[config.mk]
export PLATFORM = sky130hd
export DESIGN_NAME = rs16_queue
export DESIGN_NICKNAME = d
export VERILOG_FILES = /design/src/hw/rtl/rs16_pkg.sv /design/src/hw/rtl/rs16_queue.sv
export SDC_FILE = /design/constraint.sdc
export NUM_CORES = 1
export LEC_CHECK = 0
export BUFFER_PORTS_ARGS = -buffer_cell sky130_fd_sc_hd__buf_2
export CORE_MARGIN = 4
export CORE_UTILIZATION = 45
export DETAILED_ROUTE_END_ITERATION = 16
export HOLD_SLACK_MARGIN = 0.12
export PLACE_DENSITY = 0.7
export SYNTH_ARGS = -nofsm -noshare
export SYNTH_HDL_FRONTEND = slang
export SYNTH_SLANG_ARGS = --single-unit
[constraint.sdc]
create_clock -name clk -period 4.89 [get_ports clk]
set_input_delay 0.978 -clock clk [delete_from_list [all_inputs] [get_ports clk]]
set_output_delay 0.978 -clock clk [all_outputs]
set_load 0.01 [all_outputs]
[src/hw/rtl/rs16_pkg.sv]
// ----------------------------------------------------------------------------
// rs16_pkg
// Shared types, codes and filter coefficients of the 16 kHz resampler.
// ----------------------------------------------------------------------------
package rs16_pkg;

    localparam int DEF_FILTER_ORDER = 7;
    localparam int DEF_QUEUE_DEPTH  = 2;

    // rate_mode codes
    localparam logic [2:0] MODE_8K  = 3'd0;
    localparam logic [2:0] MODE_12K = 3'd1;
    localparam logic [2:0] MODE_16K = 3'd2;
    localparam logic [2:0] MODE_24K = 3'd3;
    localparam logic [2:0] MODE_48K = 3'd4;

    // coefficient set codes
    localparam logic [1:0] CS_48K = 2'd0;
    localparam logic [1:0] CS_12K = 2'd1;
    localparam logic [1:0] CS_8K  = 2'd2;

    typedef logic signed [31:0] coef_t;

    // one classified item handed from front to back
    typedef struct packed {
        logic               pass;
        logic               decim;
        logic [1:0]         cset;
        logic [1:0]         up_m1;
        logic signed [15:0] x;
    } cmd_t;

    // Q5.26 from design values given in units of 1e-9
    localparam longint CqScale = 64'sd67108864;
    localparam longint CqHalf  = 64'sd500000000;
    localparam longint CqDen   = 64'sd1000000000;

    localparam coef_t B0_48K = coef_t'((64'sd4523418 * CqScale + CqHalf) / CqDen);
    localparam coef_t B0_12K = coef_t'((64'sd2033597 * CqScale + CqHalf) / CqDen);
    localparam coef_t B0_8K  = coef_t'((64'sd20109186 * CqScale + CqHalf) / CqDen);

    localparam coef_t B_48K [7] = '{
        coef_t'((64'sd5873358 * CqScale + CqHalf) / CqDen),
        coef_t'((64'sd12980855 * CqScale + CqHalf) / CqDen),
        coef_t'((64'sd14531340 * CqScale + CqHalf) / CqDen),
        coef_t'((64'sd14531340 * CqScale + CqHalf) / CqDen),
        coef_t'((64'sd12980855 * CqScale + CqHalf) / CqDen),
        coef_t'((64'sd5873358 * CqScale + CqHalf) / CqDen),
        coef_t'((64'sd4523418 * CqScale + CqHalf) / CqDen)
    };
    localparam coef_t A_48K [7] = '{
        coef_t'((-64'sd3878718598 * CqScale - CqHalf) / CqDen),
        coef_t'((64'sd7748834257 * CqScale + CqHalf) / CqDen),
        coef_t'((-64'sd9653651700 * CqScale - CqHalf) / CqDen),
        coef_t'((64'sd8007342727 * CqScale + CqHalf) / CqDen),
        coef_t'((-64'sd4379450179 * CqScale - CqHalf) / CqDen),
        coef_t'((64'sd1463182112 * CqScale + CqHalf) / CqDen),
        coef_t'((-64'sd231720678 * CqScale - CqHalf) / CqDen)
    };
    localparam coef_t B_12K [7] = '{
        coef_t'((-64'sd1017101 * CqScale - CqHalf) / CqDen),
        coef_t'((64'sd3673127 * CqScale + CqHalf) / CqDen),
        coef_t'((64'sd1009165 * CqScale + CqHalf) / CqDen),
        coef_t'((64'sd1009165 * CqScale + CqHalf) / CqDen),
        coef_t'((64'sd3673127 * CqScale + CqHalf) / CqDen),
        coef_t'((-64'sd1017101 * CqScale - CqHalf) / CqDen),
        coef_t'((64'sd2033597 * CqScale + CqHalf) / CqDen)
    };
    localparam coef_t A_12K [7] = '{
        coef_t'((-64'sd4930414412 * CqScale - CqHalf) / CqDen),
        coef_t'((64'sd11291643097 * CqScale + CqHalf) / CqDen),
        coef_t'((-64'sd15322037344 * CqScale - CqHalf) / CqDen),
        coef_t'((64'sd13216403931 * CqScale + CqHalf) / CqDen),
        coef_t'((-64'sd7220409220 * CqScale - CqHalf) / CqDen),
        coef_t'((64'sd2310550143 * CqScale + CqHalf) / CqDen),
        coef_t'((-64'sd334338619 * CqScale - CqHalf) / CqDen)
    };
    localparam coef_t B_8K [7] = '{
        coef_t'((64'sd81670121 * CqScale + CqHalf) / CqDen),
        coef_t'((64'sd180401599 * CqScale + CqHalf) / CqDen),
        coef_t'((64'sd259391052 * CqScale + CqHalf) / CqDen),
        coef_t'((64'sd259391052 * CqScale + CqHalf) / CqDen),
        coef_t'((64'sd180401599 * CqScale + CqHalf) / CqDen),
        coef_t'((64'sd81670121 * CqScale + CqHalf) / CqDen),
        coef_t'((64'sd20109186 * CqScale + CqHalf) / CqDen)
    };
    localparam coef_t A_8K [7] = '{
        coef_t'((-64'sd1393651934 * CqScale - CqHalf) / CqDen),
        coef_t'((64'sd2609789873 * CqScale + CqHalf) / CqDen),
        coef_t'((-64'sd2403541969 * CqScale - CqHalf) / CqDen),
        coef_t'((64'sd2056814957 * CqScale + CqHalf) / CqDen),
        coef_t'((-64'sd1148908575 * CqScale - CqHalf) / CqDen),
        coef_t'((64'sd473001414 * CqScale + CqHalf) / CqDen),
        coef_t'((-64'sd110359852 * CqScale - CqHalf) / CqDen)
    };

    function automatic coef_t coef_b0(input logic [1:0] cs);
        coef_t r;
        unique case (cs)
            CS_48K:  r = B0_48K;
            CS_12K:  r = B0_12K;
            CS_8K:   r = B0_8K;
            default: r = '0;
        endcase
        return r;
    endfunction

    function automatic coef_t coef_b(input logic [1:0] cs, input logic [2:0] i);
        coef_t r;
        unique case (cs)
            CS_48K:  r = B_48K[i];
            CS_12K:  r = B_12K[i];
            CS_8K:   r = B_8K[i];
            default: r = '0;
        endcase
        return r;
    endfunction

    function automatic coef_t coef_a(input logic [1:0] cs, input logic [2:0] i);
        coef_t r;
        unique case (cs)
            CS_48K:  r = A_48K[i];
            CS_12K:  r = A_12K[i];
            CS_8K:   r = A_8K[i];
            default: r = '0;
        endcase
        return r;
    endfunction

endpackage

[src/hw/rtl/rs16_queue.sv]
// ----------------------------------------------------------------------------
// rs16_queue
// Short command queue between front and back.
// ----------------------------------------------------------------------------
module rs16_queue
    import rs16_pkg::*;
#(
    parameter int QUEUE_DEPTH = DEF_QUEUE_DEPTH
)
(
    input  logic clk,
    input  logic rst_n,
    input  logic push,
    input  cmd_t push_cmd,
    output logic full,
    input  logic pop,
    output logic head_valid,
    output cmd_t head_cmd
);

    localparam int PW = (QUEUE_DEPTH > 1) ? $clog2(QUEUE_DEPTH) : 1;
    localparam int NW = $clog2(QUEUE_DEPTH + 1);

    cmd_t          entry_reg [QUEUE_DEPTH];
    logic [PW-1:0] wr_ptr_reg;
    logic [PW-1:0] wr_ptr_next;
    logic [PW-1:0] rd_ptr_reg;
    logic [PW-1:0] rd_ptr_next;
    logic [NW-1:0] count_reg;
    logic [NW-1:0] count_next;
    logic          do_push;
    logic          do_pop;

    assign full       = (count_reg == NW'(QUEUE_DEPTH));
    assign head_valid = (count_reg != '0);
    assign head_cmd   = entry_reg[rd_ptr_reg];
    assign do_push    = push && !full;
    assign do_pop     = pop && head_valid;

    always_comb
    begin
        wr_ptr_next = wr_ptr_reg;
        rd_ptr_next = rd_ptr_reg;
        count_next  = count_reg;
        if (do_push)
            wr_ptr_next = (wr_ptr_reg == PW'(QUEUE_DEPTH - 1)) ? '0 : wr_ptr_reg + 1'b1;
        if (do_pop)
            rd_ptr_next = (rd_ptr_reg == PW'(QUEUE_DEPTH - 1)) ? '0 : rd_ptr_reg + 1'b1;
        if (do_push && !do_pop)
            count_next = count_reg + 1'b1;
        else if (do_pop && !do_push)
            count_next = count_reg - 1'b1;
    end

    always_ff @(posedge clk or negedge rst_n)
    begin
        if (!rst_n)
        begin
            wr_ptr_reg <= '0;
            rd_ptr_reg <= '0;
            count_reg  <= '0;
        end
        else
        begin
            wr_ptr_reg <= wr_ptr_next;
            rd_ptr_reg <= rd_ptr_next;
            count_reg  <= count_next;
        end
    end

    always_ff @(posedge clk)
    begin
        if (do_push)
            entry_reg[wr_ptr_reg] <= push_cmd;
    end

    a_count_bound: assert property (@(posedge clk) disable iff (!rst_n)
        count_reg <= NW'(QUEUE_DEPTH))
        else $error("queue count beyond depth");

endmodule

==> Word-level counts from Yosys, hierarchy flattened <==
Memories as Yosys holds them, arrays and structs flattened.
Cells that the tools add are included.
Widths: inputs -> output; s select.
{ "totals": {"out_inout_bits": 24, "word_cells": 24, "mem_count": 1, "register_bits": 4, "inputBits": 26, "ram_bits": 44} }
{ "classes": {"n_addsub": 4, "mux": 6, "n_reduce_logical": 9, "n_eq_ne": 1} }
{ "mem_list": {"columns": ["memory", "words", "width", "read_ports", "rd_ports_with_merged_regs", "wr", "line", "text"], "rows": [
  ["entry_reg", 2, 22, 1, 0, 1, "rs16_queue.sv:24", "cmd_t entry_reg [QUEUE_DEPTH];"]
]} }
{ "op_table": {"columns": ["cell", "n"], "rows": [
  ["$logic_and 1x1->1", 4],
  ["$mux 1", 4],
  ["$mux 2", 2],
  ["$reduce_bool 2->1", 2],
  ["$logic_not 1->1", 3],
  ["$add 1x1->1 const B", 2],
  ["$add 2x1->2 const B", 1],
  ["$eq 2x2->1 const B", 1],
  ["$sub 2x1->2 const B", 1]
]} }

==> Logic depth before layout (Yosys ltp) <==
{ "depth": {"depth_word": 7, "depth_mapped": 7, "depth_no_buf": 7} }

==> Least setup slack after synthesis <==
OpenSTA, ideal clock, no wires.
{ "synth_timing": {"kind": "input-to-reg", "startpoint": "input push", "endpoint": "memory entry_reg[0][0] in the netlist's numbering, enable pin", "slack_ns": 2.481, "t_required_ns": 4.489, "setup_time_ns": 0.401, "path_stages": 2, "path_buffers": 0, "arrival_ns": 2.008, "cell_sequence": "nand2_1 nor2_1"} }
{ "synth_between": {"elab_chain_len": 3} }
{ "synth_lines": {"columns": ["element", "line", "text"], "rows": [
  ["start: declaration", "rs16_queue.sv:13", "input logic push,"],
  ["$logic_and 1x1->1", "rs16_queue.sv:37", "assign do_push = push && !full;"],
  ["$mux 1", "rs16_queue.sv:73", "if (do_push)"],
  ["$mux 1 (implied by the code)", "rs16_queue.sv:74", "entry_reg[wr_ptr_reg] <= push_cmd;"],
  ["end: declaration", "rs16_queue.sv:24", null]
]} }
No other way between the ends.

==> flow_summary_export.csv <==
group,metric,value,unit
place,place_hpwl,1880,um
clock_tree,clockBufferDepth,2,
global_routing,antenna_found_initial,0,
clock_tree,insertion_delay,0.29,ns
clock_tree,cts_tree,"done",
global_routing,grt_max_degree,24,
cells_and_area,most-common-layout-cells,"buf_2 (49), edfxtp_1 (44), mux2_2 (22)",
clock_tree,cts.sinks,48,
timing,worstMarginPinSlew,1.14,ns
drt,drt_wl_total,2770,um
clock_tree,postCtsSetupBuffers,0,
drt,vias,915,
setup_path,critPathTopFamily,"flip-flops",
drt,drtAntennaViolNets,0,
timing,relSlewSlack,24.1,%
die,die_y,71.1,um
cells_and_area,largest_register_ff_count,44,
global_routing,grt_pass1_vias,993,
timing,rsz0062_at_grt,"no",
setup_path,cp_max_fo,23,
die,die_w,71.1,um
timing,finalCriticalPeriod,2.81,ns
clock_tree,numCtsBuffers,5,
die,rows,22,
synth,ys_top_cells_by_area,"edfxtp_1 (74%), mux2_2 (14%), dfrtp_1 (5.6%)",
setup_path,path_cells,"mux2_2 > buf_2",
timing,maxSlewViolCount,0,
setup_path,crit_path_max_incr_delay,0.97,ns
synth,ys_seq_area_share,79.3,%
cells_and_area,final_common_cell,"buf_2",
place,gp_congestion,0.687,
setup_path,cpMaxStageDelayCell,"dfrtp_1",
clock_tree,clk_pin_slew,0.09,ns
place,dpl.cell_count,182,
synth,synth_seq_cells,48,
setup_path,cp.arrival,1.83,ns
cells_and_area,areaGrowthSynthToFinish,22.3,%
outcome,outcome,"completed",
cells_and_area,drive_gt1_share,57.0,%
clock_tree,root_buffer,"clkbuf_8",
timing,skew,0.00836,ns
timing,setup_tns,0,ns
synth,synth_top_area_share,73.7,%
timing,period_share,57.4,%
place,io_buffers,49,
synth,syn_area,1790,um^2
drt,drcViolationCount,0,
clock_tree,cts_resized,0,
cells_and_area,n_antenna_cell,0,
clock_tree,htree_levels,2,
pwr,p_per_area,582,nW/um^2
setup_path,critical_path_class,"reg -> out",
die,start_util,47.9,%
global_routing,grt_pass1_wl,4230,um
timing,hold_viol,0,
drt,firstDrtPassIters,4,
worst_hold_path,hold_path_class,"in -> async",
synth,syn-instance-count,87,
timing,finalSetupViolations,0,
global_routing,grt.total_usage,11.1,%
drt,wire_per_inst,14.6,um
drt,drtIter0Drc,75,
setup_path,end_kind,"output port",
synth,ys_warn_count,0,
die,dieArea,5060,um^2
die,design.portCount,50,
cells_and_area,final_cells,190,
clock_tree,ctsHoldBuffers,0,
synth,synth.avg_cell_area,20.6,um^2
cells_and_area,layout.nets,168,
pwr,p_leak,0.000848,uW
pwr,peakVddDrop,0.260,mV
setup_path,cp-start-kind,"register",
setup_path,cp_num_buf_inv,1,
run,maxCapViolCount,0,
synth,yosys.area.top_type,"edfxtp_1",
timing,max_freq,0.356,GHz
die,core_area,3740,um^2
synth,syn_nets,114,
global_routing,grt_overflow,0,
synth,post_synth_num_cell_types,14,
setup_path,critPathRequiredTime,3.91,ns
drt,viasPerCell,4.82,
[layout make-up]
cell class | count | area (um^2)
clock buffer | 5 | 68.8
clock inverter | 3 | 46.3
fill | 326 | 1550
inverter | 2 | 7.51
multi-input combinational | 35 | 343
sequential | 48 | 1420
tap | 48 | 60.1
timing repair buffer | 49 | 245
[path summary, 6_finish.rpt]
| kind | startpoint | endpoint | slack [ns] | depth (start not counted) |
|---|---|---|---|---|
| min | rst_n | wr_ptr_reg | 0.47 | 1 |
| max | rd_ptr_reg | head_cmd[21] | 2.08 | 2 |
| max reg2reg | count_reg[0] | entry_reg[0][0] | 2.95 | 3 |
| min in group clk | count_reg[1] | count_reg[1] | 0.52 | 1 |
| min reg2reg | count_reg[1] | count_reg[1] | 0.52 | 1 |
| max in group asynchronous | rst_n | count_reg[1] | 4.29 | 1 |
[kinds of logic (layout without fill, tap and decap cells)]
group	count (synthesis)	count (layout)	share of synthesized area (%)
flops	48	48	79.3
simple gates	7	7	2.03
fa+ha+maj	1	1	0.698
buf+inv	4	59	1.68
xor+xnor	5	5	2.44
mux	22	22	13.8
[through the flow]
step / setup slack (ns) / util (%) / hold slack, ns / instance area (um^2) / total power, uW
2_1_floorplan: 2.48 / - / 0.456 / 1790 / 881
3_3_place_gp: 2.38 / 55.5 / 0.471 / 2080 / 1000
3_5_place_dp: 2.38 / 55.5 / 0.504 / 2080 / 1010
4_1_cts: 2.04 / 58.6 / 0.463 / 2190 / 1290
5_1_grt: 1.97 / 58.6 / 0.462 / 2190 / 1350
6_report: 2.08 / 58.6 / 0.473 / 2190 / 1280
[power breakdown]
part	internal (uW)	switching, uW	total (uW)
clock network	154	129	283
registers	566	65.4	631
logic	184	178	362
[metal layers]
metal  routed length (um)  GRT usage, %  up-vias
met5                    0             0        -
met4                   29          4.38        0
met3                  219          4.12        3
met2                 1420          19.9       35
met1                 1100          11.8      442
li1                     -             -      435
[synthesized netlist by cell type]
cell type	count
inv_1	2
nor2_1	2
nand2b_1	1
buf_6	2
nand2_2	1
and3_1	1
xnor2_1	3
dfrtp_1	4
mux2_2	22
ha_1	1
xor2_1	2
or2_1	1
edfxtp_1	44
nand2_1	1
No activity file was read; power rests on OpenSTA's default activity.
