===== src/hw/rtl/rs16_pkg.sv =====
// ----------------------------------------------------------------------------
// rs16_pkg
// Shared types, codes and filter coefficients of the 16 kHz resampler.
// ----------------------------------------------------------------------------
package rs16_pkg;

    localparam int DEF_FILTER_ORDER = 7;
    localparam int DEF_QUEUE_DEPTH  = 2;

    // rate_mode codes
    localparam logic [2:0] MODE_8K  = 3'd0;
    localparam logic [2:0] MODE_12K = 3'd1;
    localparam logic [2:0] MODE_16K = 3'd2;
    localparam logic [2:0] MODE_24K = 3'd3;
    localparam logic [2:0] MODE_48K = 3'd4;

    // coefficient set codes
    localparam logic [1:0] CS_48K = 2'd0;
    localparam logic [1:0] CS_12K = 2'd1;
    localparam logic [1:0] CS_8K  = 2'd2;

    typedef logic signed [31:0] coef_t;

    // one classified item handed from front to back
    typedef struct packed {
        logic               pass;
        logic               decim;
        logic [1:0]         cset;
        logic [1:0]         up_m1;
        logic signed [15:0] x;
    } cmd_t;

    // Q5.26 from design values given in units of 1e-9
    localparam longint CqScale = 64'sd67108864;
    localparam longint CqHalf  = 64'sd500000000;
    localparam longint CqDen   = 64'sd1000000000;

    localparam coef_t B0_48K = coef_t'((64'sd4523418 * CqScale + CqHalf) / CqDen);
    localparam coef_t B0_12K = coef_t'((64'sd2033597 * CqScale + CqHalf) / CqDen);
    localparam coef_t B0_8K  = coef_t'((64'sd20109186 * CqScale + CqHalf) / CqDen);

    localparam coef_t B_48K [7] = '{
        coef_t'((64'sd5873358 * CqScale + CqHalf) / CqDen),
        coef_t'((64'sd12980855 * CqScale + CqHalf) / CqDen),
        coef_t'((64'sd14531340 * CqScale + CqHalf) / CqDen),
        coef_t'((64'sd14531340 * CqScale + CqHalf) / CqDen),
        coef_t'((64'sd12980855 * CqScale + CqHalf) / CqDen),
        coef_t'((64'sd5873358 * CqScale + CqHalf) / CqDen),
        coef_t'((64'sd4523418 * CqScale + CqHalf) / CqDen)
    };
    localparam coef_t A_48K [7] = '{
        coef_t'((-64'sd3878718598 * CqScale - CqHalf) / CqDen),
        coef_t'((64'sd7748834257 * CqScale + CqHalf) / CqDen),
        coef_t'((-64'sd9653651700 * CqScale - CqHalf) / CqDen),
        coef_t'((64'sd8007342727 * CqScale + CqHalf) / CqDen),
        coef_t'((-64'sd4379450179 * CqScale - CqHalf) / CqDen),
        coef_t'((64'sd1463182112 * CqScale + CqHalf) / CqDen),
        coef_t'((-64'sd231720678 * CqScale - CqHalf) / CqDen)
    };
    localparam coef_t B_12K [7] = '{
        coef_t'((-64'sd1017101 * CqScale - CqHalf) / CqDen),
        coef_t'((64'sd3673127 * CqScale + CqHalf) / CqDen),
        coef_t'((64'sd1009165 * CqScale + CqHalf) / CqDen),
        coef_t'((64'sd1009165 * CqScale + CqHalf) / CqDen),
        coef_t'((64'sd3673127 * CqScale + CqHalf) / CqDen),
        coef_t'((-64'sd1017101 * CqScale - CqHalf) / CqDen),
        coef_t'((64'sd2033597 * CqScale + CqHalf) / CqDen)
    };
    localparam coef_t A_12K [7] = '{
        coef_t'((-64'sd4930414412 * CqScale - CqHalf) / CqDen),
        coef_t'((64'sd11291643097 * CqScale + CqHalf) / CqDen),
        coef_t'((-64'sd15322037344 * CqScale - CqHalf) / CqDen),
        coef_t'((64'sd13216403931 * CqScale + CqHalf) / CqDen),
        coef_t'((-64'sd7220409220 * CqScale - CqHalf) / CqDen),
        coef_t'((64'sd2310550143 * CqScale + CqHalf) / CqDen),
        coef_t'((-64'sd334338619 * CqScale - CqHalf) / CqDen)
    };
    localparam coef_t B_8K [7] = '{
        coef_t'((64'sd81670121 * CqScale + CqHalf) / CqDen),
        coef_t'((64'sd180401599 * CqScale + CqHalf) / CqDen),
        coef_t'((64'sd259391052 * CqScale + CqHalf) / CqDen),
        coef_t'((64'sd259391052 * CqScale + CqHalf) / CqDen),
        coef_t'((64'sd180401599 * CqScale + CqHalf) / CqDen),
        coef_t'((64'sd81670121 * CqScale + CqHalf) / CqDen),
        coef_t'((64'sd20109186 * CqScale + CqHalf) / CqDen)
    };
    localparam coef_t A_8K [7] = '{
        coef_t'((-64'sd1393651934 * CqScale - CqHalf) / CqDen),
        coef_t'((64'sd2609789873 * CqScale + CqHalf) / CqDen),
        coef_t'((-64'sd2403541969 * CqScale - CqHalf) / CqDen),
        coef_t'((64'sd2056814957 * CqScale + CqHalf) / CqDen),
        coef_t'((-64'sd1148908575 * CqScale - CqHalf) / CqDen),
        coef_t'((64'sd473001414 * CqScale + CqHalf) / CqDen),
        coef_t'((-64'sd110359852 * CqScale - CqHalf) / CqDen)
    };

    function automatic coef_t coef_b0(input logic [1:0] cs);
        coef_t r;
        unique case (cs)
            CS_48K:  r = B0_48K;
            CS_12K:  r = B0_12K;
            CS_8K:   r = B0_8K;
            default: r = '0;
        endcase
        return r;
    endfunction

    function automatic coef_t coef_b(input logic [1:0] cs, input logic [2:0] i);
        coef_t r;
        unique case (cs)
            CS_48K:  r = B_48K[i];
            CS_12K:  r = B_12K[i];
            CS_8K:   r = B_8K[i];
            default: r = '0;
        endcase
        return r;
    endfunction

    function automatic coef_t coef_a(input logic [1:0] cs, input logic [2:0] i);
        coef_t r;
        unique case (cs)
            CS_48K:  r = A_48K[i];
            CS_12K:  r = A_12K[i];
            CS_8K:   r = A_8K[i];
            default: r = '0;
        endcase
        return r;
    endfunction

endpackage


===== src/hw/rtl/rs16_front.sv =====
// ----------------------------------------------------------------------------
// rs16_front
// Accepts input items, decodes the rate, downmixes, scales and saturates.
// ----------------------------------------------------------------------------
module rs16_front
    import rs16_pkg::*;
(
    input  logic        s_axis_tvalid,
    output logic        s_axis_tready,
    input  logic [31:0] s_axis_tdata,   // [15:0] left_sample, [31:16] right_sample
    input  logic [2:0]  rate_mode,
    input  logic        stereo,
    input  logic        q_full,
    output logic        q_push,
    output cmd_t        q_cmd
);

    logic signed [15:0] left_w;
    logic signed [15:0] right_w;
    logic signed [16:0] sum_w;
    logic signed [19:0] scaled_w;
    logic signed [19:0] half_w;
    logic signed [19:0] mix_w;
    logic [1:0]         sh_w;
    logic               mode_ok_w;

    function automatic logic signed [15:0] sat16(input logic signed [19:0] v);
        logic signed [15:0] r;
        if (v > 20'sd32767)
            r = 16'sh7FFF;
        else if (v < -20'sd32768)
            r = 16'sh8000;
        else
            r = v[15:0];
        return r;
    endfunction

    assign left_w  = $signed(s_axis_tdata[15:0]);
    assign right_w = $signed(s_axis_tdata[31:16]);
    assign sum_w   = 17'(left_w) + 17'(right_w);

    always_comb
    begin
        mode_ok_w     = 1'b1;
        q_cmd.pass    = 1'b0;
        q_cmd.decim   = 1'b0;
        q_cmd.cset    = CS_48K;
        q_cmd.up_m1   = 2'd0;
        q_cmd.x       = sat16(mix_w);
        sh_w          = 2'd0;
        unique case (rate_mode)
            MODE_8K:
            begin
                q_cmd.cset  = CS_8K;
                q_cmd.up_m1 = 2'd1;
                sh_w        = 2'd1;
            end
            MODE_12K:
            begin
                q_cmd.cset  = CS_12K;
                q_cmd.decim = 1'b1;
                q_cmd.up_m1 = 2'd3;
                sh_w        = 2'd2;
            end
            MODE_16K:
            begin
                q_cmd.pass = 1'b1;
            end
            MODE_24K:
            begin
                q_cmd.decim = 1'b1;
                q_cmd.up_m1 = 2'd1;
                sh_w        = 2'd1;
            end
            MODE_48K:
            begin
                q_cmd.decim = 1'b1;
            end
            default:
            begin
                mode_ok_w = 1'b0;
            end
        endcase
    end

    // stereo: up*(l+r)/2, ties to even
    always_comb
    begin
        if (stereo)
        begin
            scaled_w = 20'(sum_w) <<< sh_w;
            half_w   = scaled_w >>> 1;
            if (scaled_w[0] && half_w[0])
                mix_w = half_w + 20'sd1;
            else
                mix_w = half_w;
        end
        else
        begin
            scaled_w = 20'(left_w) <<< sh_w;
            half_w   = scaled_w;
            mix_w    = scaled_w;
        end
    end

    assign s_axis_tready = !q_full;
    assign q_push        = s_axis_tvalid && !q_full && mode_ok_w;

endmodule


===== config.mk =====
export PLATFORM = sky130hd
export DESIGN_NAME = rs16_front
export DESIGN_NICKNAME = d
export VERILOG_FILES = /design/src/hw/rtl/rs16_pkg.sv /design/src/hw/rtl/rs16_front.sv
export SDC_FILE = /design/constraint.sdc
export NUM_CORES = 1
export LEC_CHECK = 0
export ABC_AREA = 1
export ABC_CLOCK_PERIOD_IN_PS = 9800
export BUFFER_PORTS_ARGS = -buffer_cell sky130_fd_sc_hd__buf_2
export CAP_MARGIN = 20
export CORE_AREA = 2 2 93 95
export DETAILED_ROUTE_END_ITERATION = 10
export DIE_AREA = 0 0 95 97
export PLACE_DENSITY = 0.6
export RECOVER_POWER = 50
export SLEW_MARGIN = 10
export SYNTH_ARGS = -nofsm -noshare
export SYNTH_HDL_FRONTEND = slang
export SYNTH_SLANG_ARGS = --single-unit

===== constraint.sdc =====
create_clock -name vclk -period 9.8
set_clock_uncertainty 0.05 [all_clocks]
set_input_delay 1.96 -clock vclk [all_inputs]
set_output_delay 1.96 -clock vclk [all_outputs]
set_load 0.005 [all_outputs]

Word-level counts from Yosys, hierarchy flattened:

Cells that the tools add are included.

* register bits after elaboration: 0
* bits in latches: 0
* RAM bits: 0
* ROM bits: 0
* bits of input ports: 38
* output and inout port bits: 24
* word-level logic and storage cells: 28
* memories: 0

* $add $sub $neg: 2
* $mul: 0
* divide/modulo/power cells: 0
* magnitude comparators: 2
* equality and inequality tests: 4
* shifts and indexed selects: 2
* multiplexer cells: 10
* bitwise operators: 0
* reductions and logical operators: 8

Operators with widths (count)
* $mux W20: 2
* $mux W16: 2
* $add A19 B2 Y20 const B: 1
* $gt A20 B16 Y1 const B: 1
* $lt A20 B16 Y1 const B: 1
* $sshl A16 B2 Y20: 1
* $sshl A17 B2 Y20: 1
* $add A16 B16 Y17: 1
* $pmux W2 S2: 3
* $eq A3 B2 Y1 const B: 2
* $reduce_or A5 Y1: 1
* $eq A3 B1 Y1 const B: 1
* $eq A3 B3 Y1 const B: 1
* $logic_and A1 B1 Y1: 3
* $logic_not A3 Y1: 1
* $mux W1: 3
* $reduce_or A3 Y1: 1
* $reduce_or A2 Y1: 1
* $logic_not A1 Y1: 1

Longest topological paths before layout:

* word-level depth: 10
* gate-level depth with buffers: 26
* mapped depth without buffers: 25

Worst setup path after synthesis:

OpenSTA, ideal clock, no wires.

* path type: input to output
* start point: input port s_axis_tdata[0]
* end point: output port q_cmd[7] in the netlist's numbering
* arrival: 4418 ps
* data required time: 7790 ps
* setup slack: 3372 ps
* cell stages on the path: 21
* buffers on the path: 1
* cells stage by stage: ha_1 inv_1 fa_1 inv_1 nand2_1 o21ai_1 inv_1 nor2_1 ha_1 nand4_1 nor2_2 nand3_2 nor2_4 nand3_1 nand2_1 nand2_2 nand3_4 nand2_4 buf_12 nand2_2 nand2_1

RTL lines
* start, declared: line rs16_front.sv:10 `input logic [31:0] s_axis_tdata,`
* end, declared: line rs16_front.sv:15 `output cmd_t q_cmd`

==> impl_metrics.yaml <==
critical_path:
  arrival_ns: 5.76
  max_stage_delay_ns: 0.68
  worstPathRequired_ns: 7.79
  crit_path_start_kind: "input pin"
  crit_fanout: 36
  path_cells: "clkbuf_1 > inv_1 > nand3_1 > nand2_1 > inv_6 > nand2_1 > o21ai_1 > inv_1 > nor2_1 > ha_1 > nand4_1 > nor2_1 > nand3_1 > nor2_4 > nand3_1 > nand2_1 > nand2_2 > o21bai_4 > nand2_1 > buf_2"
  critical-path-top-delay-family: "simple AND/OR/NAND/NOR gates"
  crit_top_cell: "nand2_1"
  path_buf_inv: 5
  slowest_stage: "nand2_1"
  worstSetupPathType: "in2out"
  endpoint_kind: "output port"
sta:
  final_hold_viol_count: 0
  max_freq_mhz: 129
  setup_violations: 0
  fin_tns_setup_ns: 0
  fin_crit_ns: 7.77
  drv_slew: 0
  worstMarginPinSlew_ns: 1.21
  rsz0062_at_grt: "no"
  finalCritPeriodShare: 0.793
  setup_slack_ns: 2.03
  max_slew_margin: 0.191
grt:
  grt_pass1_vias: 3219
  antenna_found_initial: 0
  grt_use_total: 0.187
  overflow: 0
  grt_pass1_wl_um: 14400
  grt_max_degree: 37
die:
  start_util: 0.341
  fp.dieW_um: 95
  rows: 33
  top_level_ports: 62
  die_h_um: 97
  core-area_mm2: 0.00813
  die_area_mm2: 0.00922
place:
  dpl_worst_slack_ns: 2.76
  dp_hpwl_um: 7290
  portBuffers: 62
  gp_congestion: 0.897
pwr:
  sw_frac_of_total: 0.645
  power_density_mw_per_mm2: 74.9
  p_sw_mw: 0.150
  seq_power_share: 0
  clkPwrFrac: 0
  p_int_mw: 0.0822
  p_leak_nw: 1.76
  combPwrFrac: 1.000
  ir_worst_vdd_uv: 28.8
run_status:
  status: "completed"
route:
  num_vias: 3572
  first_pass_iters: 5
  drtAntennaViolNets: 0
  viasPerCell: 5.10
  drt-total-wl_um: 8660
  drc_errors: 0
  first_iter_violations: 220
  routedWlPerCell_um: 12.4
worst_hold_path:
  hold_class: "in2out"
clock_network:
  cts.repair.resized: 0
  cts_setup_buffers: 0
  holdBufCountCts: 0
finish:
  area_growth_pct: 11.5
  fillers: 953
  final_nets: 653
  final.clkbuf_count: 0
  drive_above_1_share: 0.175
  diodes: 0
  multi_input_area_mm2: 0.00233
  final-seq-area_um2: 0
  design.seq.count: 0
logic_synthesis:
  synth-seq-area-share: 0
  syn_area_mm2: 0.00278
  netlist-cell-type-count: 44
  synth.top_cell.area_share: 0.257
  synth_area_leaders: "nand2_1 (26%), nand3_1 (13%), inv_1 (11%)"
  yosysTopAreaCell: "nand2_1"
  yosysMostFrequentCell: "nand2_1"
  synth_fp_nets: 603
  yosysWarnings: 0
  synthTopCellsByCount: "nand2_1 (190), inv_1 (78), nand3_1 (71)"
  syn_avg_cell_area_um2: 5.07
  synthesis.instances: 547
flow_run:
  cap_violations: 0
## cell type report
type | instances | area share
multi-input combinational | 448 | 0.754
tap | 105 | 0.0425
timing repair buffer | 62 | 0.0987
inverter | 85 | 0.105
## power groups by stage
| stage | clock [mW] | combinational [mW] | sequential, mW |
|---|---|---|---|
| floorplan | 0 | 0.175 | 0 |
| global placement | 0 | 0.229 | 0 |
| finish | 0 | 0.232 | 0 |
| CTS | 0 | 0.233 | 0 |
| global route | 0 | 0.265 | 0 |
| detailed placement | 0 | 0.232 | 0 |
## layer usage
layer / global-route usage / vias up / part of all wire
met5: 0 / - / 0
met1: 0.254 / 1580 / 0.46
met2: 0.327 / 103 / 0.48
met3: 0.00467 / 12 / 0.042
met4: 0.0368 / 0 / 0.024
li1: - / 1877 / -
## layout by cell type (no fill, tap or decap), types with 3 or more instances in the layout
| master | instances |
|---|---|
| nor3_1 | 5 |
| o211ai_1 | 4 |
| nand3_1 | 72 |
| nor2_2 | 3 |
| inv_1 | 79 |
| o21ai_0 | 23 |
| nand2_4 | 3 |
| o221ai_1 | 4 |
| buf_2 | 57 |
| and2_1 | 5 |
| nand2_1 | 191 |
| o22ai_1 | 4 |
| inv_2 | 4 |
| a21oi_1 | 23 |
| nand2_2 | 21 |
| ha_1 | 17 |
| nand3_2 | 7 |
| nor2_1 | 33 |
| clkbuf_1 | 4 |
| nand4_1 | 11 |
## final timing paths
kind	from	endpoint	slack [ns]	depth (start not counted)
min	q_full	s_axis_tready	4.08	3
max	rate_mode[2]	q_cmd[2]	2.03	20
## metrics by stage
stage               hold WS (ns)  std cells  utilization  power (mW)  area, µm²
global route                4.11        700        0.380       0.265       3090
finish                      4.08        700        0.380       0.232       3090
global placement            4.09        700        0.383       0.229       3120
floorplan                   3.90        547            -       0.175       2780
detailed placement          4.09        700        0.383       0.232       3120
CTS                         4.09        700        0.383       0.233       3120
## worst min-delay path: cells and delay by family
kind | cells | cell delay [ns]
buf+inv | 3 | 0.21
## kinds of logic after synthesis
logic type,count (synthesis),synth area share
AOI/OAI and AO/OA,69,0.149
buffers and inverters,99,0.153
xor gates and xnor gates,3,0.00947
muxes,1,0.00361
and+or+nand+nor,357,0.601
adders and majority gates,18,0.0839
(Power assumes the default switching activity.)
